===== config.mk =====
export PLATFORM = sky130hd
export DESIGN_NAME = stli_ctrl
export DESIGN_NICKNAME = d
export VERILOG_FILES = /design/src/hw/rtl/stli_pkg.sv /design/src/hw/rtl/stli_ctrl.sv
export SDC_FILE = /design/constraint.sdc
export NUM_CORES = 1
export LEC_CHECK = 0
export BUFFER_PORTS_ARGS = -buffer_cell sky130_fd_sc_hd__clkbuf_2
export CORE_AREA = 2 2 44 46
export CTS_CLUSTER_DIAMETER = 60
export CTS_CLUSTER_SIZE = 25
export DETAILED_ROUTE_END_ITERATION = 8
export DIE_AREA = 0 0 46 48
export SLEW_MARGIN = 15
export SYNTH_ARGS = -nofsm -noshare
export SYNTH_HDL_FRONTEND = slang
export SYNTH_SLANG_ARGS = --single-unit

===== constraint.sdc =====
create_clock -name clk -period 1.7 [get_ports clk]
set_clock_uncertainty 0.2 [all_clocks]
set_input_delay 0.085 -clock clk [delete_from_list [all_inputs] [get_ports clk]]
set_output_delay 0.085 -clock clk [all_outputs]
set_load 0.01 [all_outputs]

===== src/hw/rtl/stli_pkg.sv =====
`default_nettype none
package stli_pkg;
  localparam int TableDepth  = 4096;
  localparam int IndexWidth  = 12;
  localparam int CountWidth  = 13;
  localparam int ValueWidth  = 32;
  localparam int WeightWidth = 16;

  // Value store port select
  typedef enum logic [1:0] {
    RD_LO   = 2'd0,
    RD_LAST = 2'd1,
    RD_MID  = 2'd2,
    RD_HI   = 2'd3
  } rd_sel_t;

  // Commands from controller to datapath
  typedef struct packed {
    logic    load_query;
    logic    mem_write;
    logic    mem_read;
    rd_sel_t rd_sel;
    logic    cap_first;
    logic    cap_last;
    logic    step_search;
    logic    cap_lo;
    logic    cap_hi;
    logic    div_start;
    logic    mul_lo;
    logic    mul_hi;
    logic    sum_out;
    logic    set_clamp_first;
    logic    set_clamp_last;
  } dp_cmd_t;

  // Status from datapath to controller
  typedef struct packed {
    logic below_first;
    logic above_last;
    logic search_done;
    logic div_done;
  } dp_status_t;

  // Offset-binary form makes signed order unsigned order
  function automatic logic [ValueWidth-1:0] to_offset(input logic [ValueWidth-1:0] v);
    to_offset = {~v[ValueWidth-1], v[ValueWidth-2:0]};
  endfunction
endpackage
`default_nettype wire


===== src/hw/rtl/stli_ctrl.sv =====
`default_nettype none
// Sequencer: table writes, end checks, binary search, divide, blend, result handoff.
module stli_ctrl (
  input  wire logic                  clk,
  input  wire logic                  rst,
  input  wire logic                  in_valid,
  input  wire logic                  in_mode,
  output logic                       in_ready,
  output logic                       out_valid,
  input  wire logic                  out_ready,
  output stli_pkg::dp_cmd_t          cmd,
  input  wire stli_pkg::dp_status_t  status
);
  import stli_pkg::*;

  typedef enum logic [3:0] {
    S_IDLE, S_RD_FIRST, S_RD_LAST, S_CHK, S_OUT, S_MID_RD, S_MID_CMP,
    S_LO_RD, S_HI_RD, S_HI_CAP, S_DIV_GO, S_DIV, S_MUL_LO, S_MUL_HI, S_SUM
  } state_t;

  state_t state;
  logic   accept;
  logic   out_free;
  logic   clamp_hit;
  logic   result_load;

  // Input waits for the sequencer only; a new result waits for the output register
  assign in_ready    = (state == S_IDLE);
  assign accept      = in_valid && in_ready;
  assign out_free    = !out_valid || out_ready;
  assign clamp_hit   = status.below_first || status.above_last;
  assign result_load = out_free && ((state == S_OUT && clamp_hit) || state == S_SUM);

  always_comb begin
    cmd = '0;
    cmd.rd_sel = RD_LO;
    case (state)
      S_IDLE: begin
        cmd.mem_write  = accept && !in_mode;
        cmd.load_query = accept && in_mode;
      end
      S_RD_FIRST: begin cmd.mem_read = 1'b1; cmd.rd_sel = RD_LO; end
      S_RD_LAST: begin
        cmd.mem_read = 1'b1; cmd.rd_sel = RD_LAST; cmd.cap_first = 1'b1;
      end
      S_CHK: cmd.cap_last = 1'b1;
      // Clamp decisions
      S_OUT: begin
        cmd.set_clamp_first = out_free && status.below_first;
        cmd.set_clamp_last  = out_free && !status.below_first && status.above_last;
      end
      S_MID_RD: begin cmd.mem_read = 1'b1; cmd.rd_sel = RD_MID; end
      S_MID_CMP: cmd.step_search = 1'b1;
      S_LO_RD: begin cmd.mem_read = 1'b1; cmd.rd_sel = RD_LO; end
      S_HI_RD: begin
        cmd.mem_read = 1'b1; cmd.rd_sel = RD_HI; cmd.cap_lo = 1'b1;
      end
      S_HI_CAP: cmd.cap_hi = 1'b1;
      S_DIV_GO: cmd.div_start = 1'b1;
      S_MUL_LO: cmd.mul_lo = 1'b1;
      S_MUL_HI: cmd.mul_hi = 1'b1;
      S_SUM: cmd.sum_out = out_free;
      default: ;
    endcase
  end

  always_ff @(posedge clk) begin
    if (rst) begin
      state     <= S_IDLE;
      out_valid <= 1'b0;
    end else begin
      if (result_load) out_valid <= 1'b1;
      else if (out_ready) out_valid <= 1'b0;
      case (state)
        S_IDLE:     if (accept && in_mode) state <= S_RD_FIRST;
        S_RD_FIRST: state <= S_RD_LAST;
        S_RD_LAST:  state <= S_CHK;
        S_CHK:      state <= S_OUT;
        S_OUT: begin
          if (clamp_hit) begin
            if (out_free) state <= S_IDLE;
          end else if (status.search_done) begin
            state <= S_LO_RD;
          end else begin
            state <= S_MID_RD;
          end
        end
        S_MID_RD:  state <= S_MID_CMP;
        S_MID_CMP: state <= status.search_done ? S_LO_RD : S_MID_RD;
        S_LO_RD:   state <= S_HI_RD;
        S_HI_RD:   state <= S_HI_CAP;
        S_HI_CAP:  state <= S_DIV_GO;
        S_DIV_GO:  state <= S_DIV;
        S_DIV:     if (status.div_done) state <= S_MUL_LO;
        S_MUL_LO:  state <= S_MUL_HI;
        S_MUL_HI:  state <= S_SUM;
        S_SUM:     if (out_free) state <= S_IDLE;
        default:   state <= S_IDLE;
      endcase
    end
  end
endmodule
`default_nettype wire


==> flow_metrics.env, run 1 <==
export IMPL_hold_viol_final=0
export IMPL_cts_made_buffers=3
export IMPL_r2r_end="state[2]"
export IMPL_p_sw_mw=0.120
export IMPL_routed_wl_um=1460
export IMPL_dp_hpwl_um=1180
export IMPL_initial_core_util=0.298
export IMPL_worstSetupPathType="flop to primary output"
export IMPL_startpoint="state[0]"
export IMPL_cp_start_kind="flop"
export IMPL_cts_root_buffer="clkbuf_4"
export IMPL_yosys_warnings=0
export IMPL_wl_per_cell_um=11.7
export IMPL_syn_num_nets=85
export IMPL_crit_slowest_cell="dfxtp_4"
export IMPL_cts_tree="built"
export IMPL_gr_total_overflow=0
export IMPL_cts_sinks=5
export IMPL_seqPwrFrac=0.344
export IMPL_drcViolationCount=0
export IMPL_tightest_slew_ns=0.337
export IMPL_crit_cells=4
export IMPL_syn_avg_cell_area_sq_um=6.62
export IMPL_clock_latency_ns=0.25
export IMPL_nNetsFinal=118
export IMPL_synth_cell_types=29
export IMPL_clkPwrFrac=0.368
export IMPL_drv_cap=0
export IMPL_grt_max_degree=14
export IMPL_drive_gt1_frac=0.398
export IMPL_p_comb_frac=0.288
export IMPL_r2r_cells=4
export IMPL_setup_viol=0
export IMPL_max_stage_delay_ns=0.36
export IMPL_min_path_cells=4
export IMPL_port_buffers=26
export IMPL_netlist_area_sq_um=503
export IMPL_synth_edff_count=0
export IMPL_crit_buf_inv=1
export IMPL_fmax_mhz=607
export IMPL_cp_max_fo=8
export IMPL_io_pins=27
export IMPL_areaGrowthSynthToFinish_pct=42.5
export IMPL_vias=649
export IMPL_n_antenna_cell=0
export IMPL_cp_data_arrival_time_ns=1.36
export IMPL_drtIter0Drc=22
export IMPL_die_x_um=46
export IMPL_hold_path_class="primary input to flop"
export IMPL_layout_min_cycle_time_ns=1.65
export IMPL_ys_seq_elements=5
export IMPL_sw_frac_of_total=0.318
export IMPL_antenna_found_initial=0
export IMPL_slew_violations=0
export IMPL_worst_setup_path_end_kind="primary output"
export IMPL_internal_power_mw=0.259
export IMPL_p_leak_nw=0.328
export IMPL_dieArea_sq_um=2210
export IMPL_seq_area_frac_synth=0.199
export IMPL_final_util=0.424
export IMPL_via_per_inst=5.19
export IMPL_critPathTopFamily="simple AND/OR/NAND/NOR gates"
export IMPL_syn_inst=76
export IMPL_peakVddDrop_v=0.000278
export IMPL_clk_pin_slew_ns=0.04
export IMPL_cp_cell_sequence="and2b_4 -> nand2_2 -> nor4bb_1 -> buf_2"
export IMPL_setup_tns_final_ns=0
export IMPL_r2r_start="out_valid"
export IMPL_yosysTopAreaCellShare=0.199
export IMPL_synth_top_cells_by_area="dfxtp_1, nor2_1, a21oi_1"
export IMPL_async_flop_share=0
export IMPL_rows=15
export IMPL_relSlewSlack=0.773
export IMPL_yosysTopAreaCell="dfxtp_1"
export IMPL_crit_required_ns=1.41
export IMPL_track_usage=0.137
export IMPL_gp_congestion=0.760
export IMPL_htree_levels=1
export IMPL_synth_flop_cell="dfxtp_1"
export IMPL_core_area_sq_um=1690
export IMPL_ctsLongestPathBuffers=2
export IMPL_grt_pass1_vias=517
export IMPL_die_height_um=48
export IMPL_fillers=187
export IMPL_first_pass_iters=4
export IMPL_r2r_slack_ns=0.25
export IMPL_grt_pass1_wl_um=2080
export IMPL_endpoint="cmd[0]"
export IMPL_power_density_nw_per_um2=529
export IMPL_post_route_period_util=0.969
export IMPL_ant_nets=0
export IMPL_status="finished, final reports clean"
## final cells by class
cell class                      instances  area, sq um  area share
Tap cell                               17         21.3      0.0297
Sequential cell                         5          110       0.154
Clock buffer                            4         26.3      0.0366
Timing Repair Buffer                   32          180       0.251
Inverter                                3         11.3      0.0157
Multi-Input combinational cell         64          368       0.513
## tightest hold or removal path: stages
cell	delay, ns
clkbuf_2	0.08
nor2b_1	0.05
a21oi_1	0.13
nor2_1	0.05
## metal layers
metal | GRT usage | part of all wire
met1 | 0.140 | 0.39
met2 | 0.247 | 0.54
met3 | 0.0264 | 0.059
met4 | 0.0971 | 0.0089
met5 | 0 | 0
## flip-flops by register name, indices dropped and copies added, names as in the netlist
signal and cells:
state 4, out_valid 1
## worst min-delay path by stage
stage | startpoint | end
global placement | rst | state[2]
global route | out_ready | out_valid
floorplan | rst | state[2]
finish | out_ready | out_valid
detailed placement | rst | state[2]
CTS | out_ready | out_valid
## placed cells by master (no fill, tap or decap), types with 3 or more instances in the layout
cell type	instances
clkbuf_2	25
nor2_1	17
nand2_1	7
a21oi_1	7
o21ai_0	5
buf_4	4
inv_1	3
nand2b_1	3
nor2b_1	3
clkbuf_4	3
## cells by family (layout without fill, tap and decap cells)
family | after synthesis | after routing | share of synthesized area
DFF | 5 | 5 | 0.199
AOI/OAI and AO/OA | 23 | 23 | 0.313
buffers and inverters | 7 | 39 | 0.0796
and+or+nand+nor | 41 | 41 | 0.408
## synthesized netlist by cell type (2+ instances only)
cell / n
nor2_1: 18
nand2_1: 8
a21oi_1: 7
dfxtp_1: 5
o21ai_0: 5
inv_1: 3
nand2b_1: 3
nor2b_1: 3
buf_2: 2
nor3b_1: 2
o211ai_1: 2
## stage by stage
stage | hold slack [ns] | worst slack (ns) | power, mW | instance area [sq um] | instances
after global routing | 0.0376 | -0.00524 | 0.402 | 717 | 125
final | 0.00632 | 0.0532 | 0.379 | 717 | 125
after CTS | 0.00278 | 0.0118 | 0.385 | 703 | 125
after detailed placement | 0.153 | 0.148 | 0.238 | 656 | 119
after global placement | 0.149 | 0.192 | 0.236 | 656 | 119
after floorplan | -0.0461 | 0.271 | 0.195 | 503 | 76
## power groups by stage
| stage | Combinational, mW | Clock [mW] | Sequential, mW |
|---|---|---|---|
| CTS | 0.109 | 0.145 | 0.131 |
| global route | 0.122 | 0.149 | 0.132 |
| detailed placement | 0.105 | 0 | 0.133 |
| floorplan | 0.0681 | 0 | 0.127 |
| finish | 0.109 | 0.139 | 0.131 |
| global placement | 0.103 | 0 | 0.133 |
## what timing repair did
action                                  CTS  global route
pin swaps                                 1             1
hold buffers                              2             0
endpoints found under the hold margin     5             0
endpoints found under the setup margin    3             7
gates resized for setup                   1             8
cloned                                    0             0
setup buffers                             0             0
Power figures use the tool's default switching activity.
==> run 2: changes to the inputs <==
--- a/config.mk
+++ b/config.mk
@@ -5,12 +5,14 @@
 export SDC_FILE = /design/constraint.sdc
 export NUM_CORES = 1
 export LEC_CHECK = 0
+export ABC_AREA = 1
 export BUFFER_PORTS_ARGS = -buffer_cell sky130_fd_sc_hd__clkbuf_2
 export CORE_AREA = 2 2 44 46
 export CTS_CLUSTER_DIAMETER = 60
 export CTS_CLUSTER_SIZE = 25
 export DETAILED_ROUTE_END_ITERATION = 8
 export DIE_AREA = 0 0 46 48
+export RECOVER_POWER = 25
 export SLEW_MARGIN = 15
 export SYNTH_ARGS = -nofsm -noshare
 export SYNTH_HDL_FRONTEND = slang
==> run 2 against run 1 <==
Worst hold slack better by 0.0021 ns. Combinational power up 100%. Power up 33%. Critical path depth up 2. Clock power down 3%. Sequential share of layout area down 1.4 points. Final area up 2.6%. Critical path type is now primary input to primary output.
==> flow_metrics.env, run 2 <==
export IMPL_relSlewSlack=0.823
export IMPL_worst_setup_path_end_kind="primary output"
export IMPL_drcViolationCount=0
export IMPL_dp_hpwl_um=1160
export IMPL_seq_area_frac_synth=0.199
export IMPL_synth_flop_cell="dfxtp_1"
export IMPL_die_height_um=48
export IMPL_clock_latency_ns=0.24
export IMPL_hold_path_class="primary input to flop"
export IMPL_netlist_area_sq_um=504
export IMPL_drv_cap=0
export IMPL_peakVddDrop_v=0.000391
export IMPL_io_pins=27
export IMPL_cp_cell_sequence="dlygate4sd3_1 -> clkbuf_2 -> nor2_1 -> clkbuf_1 -> nor3_1 -> clkbuf_2"
export IMPL_gr_total_overflow=0
export IMPL_crit_buf_inv=4
export IMPL_async_flop_share=0
export IMPL_grt_pass1_wl_um=2040
export IMPL_drive_gt1_frac=0.351
export IMPL_final_common_cell="nand2_1"
export IMPL_cp_start_kind="primary input"
export IMPL_p_leak_nw=0.467
export IMPL_largest_register="state"
export IMPL_largest_reg_flops=4
export IMPL_rsz0062_at_grt="false"
export IMPL_tightest_slew_ns=0.265
export IMPL_areaGrowthSynthToFinish_pct=45.9
export IMPL_cp_max_fo=4
export IMPL_path_common_cell="clkbuf_2"
export IMPL_synth_cell_types=15
export IMPL_first_pass_iters=5
export IMPL_r2r_start="state[0]"
export IMPL_critPathTopFamily="buffers and inverters"
export IMPL_port_buffers=26
export IMPL_nNetsFinal=141
export IMPL_htree_levels=1
export IMPL_max_stage_delay_ns=0.54
export IMPL_slew_violations=0
export IMPL_crit_slowest_cell="dlygate4sd3_1"
export IMPL_syn_avg_cell_area_sq_um=5.31
export IMPL_layout_setup_ws_ns=0.0998
export IMPL_die_x_um=46
export IMPL_cts_tree="built"
export IMPL_final_cell_mix="nand2_1, clkbuf_2, inv_1, nor2_1, nor2_2"
export IMPL_n_antenna_cell=0
export IMPL_fmax_mhz=625
export IMPL_cts_made_buffers=3
export IMPL_vias=674
export IMPL_yosysTopAreaCellShare=0.199
export IMPL_ant_nets=0
export IMPL_cp_data_arrival_time_ns=1.32
export IMPL_r2r_cells=5
export IMPL_power_density_nw_per_um2=688
export IMPL_cts_root_buffer="clkbuf_4"
export IMPL_grt_max_degree=8
export IMPL_yosysTopAreaCell="dfxtp_1"
export IMPL_setup_viol=0
export IMPL_core_area_sq_um=1690
export IMPL_antenna_found_initial=0
export IMPL_worstSetupPathType="primary input to primary output"
export IMPL_ys_seq_elements=5
export IMPL_syn_num_nets=104
export IMPL_track_usage=0.125
export IMPL_worstHoldStart="status[3]"
export IMPL_layout_min_cycle_time_ns=1.60
export IMPL_yosys_warnings=0
export IMPL_crit_cells=6
export IMPL_dieArea_sq_um=2210
export IMPL_rows=15
export IMPL_reg_top3="state: 4 flops, out_valid: 1 flops"
export IMPL_synth_most_common_cell="nand2_1"
export IMPL_ctsLongestPathBuffers=2
export IMPL_clk_pin_slew_ns=0.04
export IMPL_synthTopCellsByCount="nand2_1, inv_1, nor2_1"
export IMPL_gp_congestion=0.853
export IMPL_r2r_end="state[3]"
export IMPL_synth_top_cells_by_area="dfxtp_1, nand2_1, inv_1"
export IMPL_post_route_period_util=0.941
export IMPL_via_per_inst=4.55
export IMPL_crit_required_ns=1.41
export IMPL_routed_wl_um=1380
export IMPL_seqCellArea_sq_um=103
export IMPL_hold_end="out_valid"
export IMPL_syn_inst=95
export IMPL_status="finished, final reports clean"
export IMPL_r2r_slack_ns=0.26
export IMPL_wl_per_cell_um=9.33
export IMPL_setup_tns_final_ns=0
export IMPL_cts_sinks=5
export IMPL_grt_pass1_vias=528
export IMPL_drtIter0Drc=7
export IMPL_hold_viol_final=0
export IMPL_initial_core_util=0.299
export IMPL_fillers=183
export IMPL_postCtsSetupRepairBufs=0
export IMPL_dp_slack_ns=0.275
export IMPL_multi_input_area_sq_um=333
export IMPL_min_path_cells=3
export IMPL_synth_edff_count=0
[run 2: kinds of logic after synthesis]
family          count (synthesis)  share of synthesized area
compound gates                  8                     0.0794
buf+inv                        19                      0.141
flops                           5                      0.199
simple gates                   63                      0.581
[run 2: report_power, final]
group          switching (mW)  internal [mW]  leakage [nW]
combinational           0.136         0.0861         0.411
clock                  0.0469         0.0886        0.0150
sequential             0.0193          0.129        0.0417
total                   0.202          0.304         0.467
[run 2: worst min-delay path, cell delays in order]
cell	delay [ns]
clkbuf_2	0.11
o21ai_0	0.10
a21oi_1	0.12
[run 2: layout make-up]
type | count | area share
multi-input combinational | 71 | 0.452
clock buffer | 4 | 0.0357
tap | 17 | 0.0289
inverter | 19 | 0.0969
timing repair buffer | 32 | 0.247
sequential | 5 | 0.139
[run 2: worst max path at each step]
stage | to | slack [ns] | start
detailed placement | state[3] | 0.28 | state[0]
global route | cmd[2] | 0.01 | out_ready
floorplan | cmd[0] | 0.39 | state[2]
global placement | state[1] | 0.27 | state[2]
finish | cmd[1] | 0.1 | out_ready
CTS | cmd[0] | 0.02 | state[2]
[run 2: through the flow]
stage	util	hold WS [ns]	instance area (sq um)	instances	power, mW
after floorplan	-	-0.0488	504	95	0.292
after global placement	0.393	0.129	663	139	0.361
after detailed placement	0.393	0.131	663	139	0.363
after CTS	0.438	0.00938	739	148	0.516
after global routing	0.436	0.0447	736	148	0.549
final	0.436	0.00843	736	148	0.506
[run 2: repair_timing]
item / in CTS / in global routing
hold buffers: 5 / 0
resized for setup: 0 / 2
hold endpoints to repair: 5 / 0
setup endpoints to repair: 0 / 3
[run 2: routing by layer]
metal	share of wire	wire length [um]	GRT usage	up-vias
met4	0	0	0.0686	0
li1	-	-	-	365
met3	0.046	63	0.0226	0
met1	0.45	621	0.151	295
met2	0.50	697	0.211	14
met5	0	0	0	-
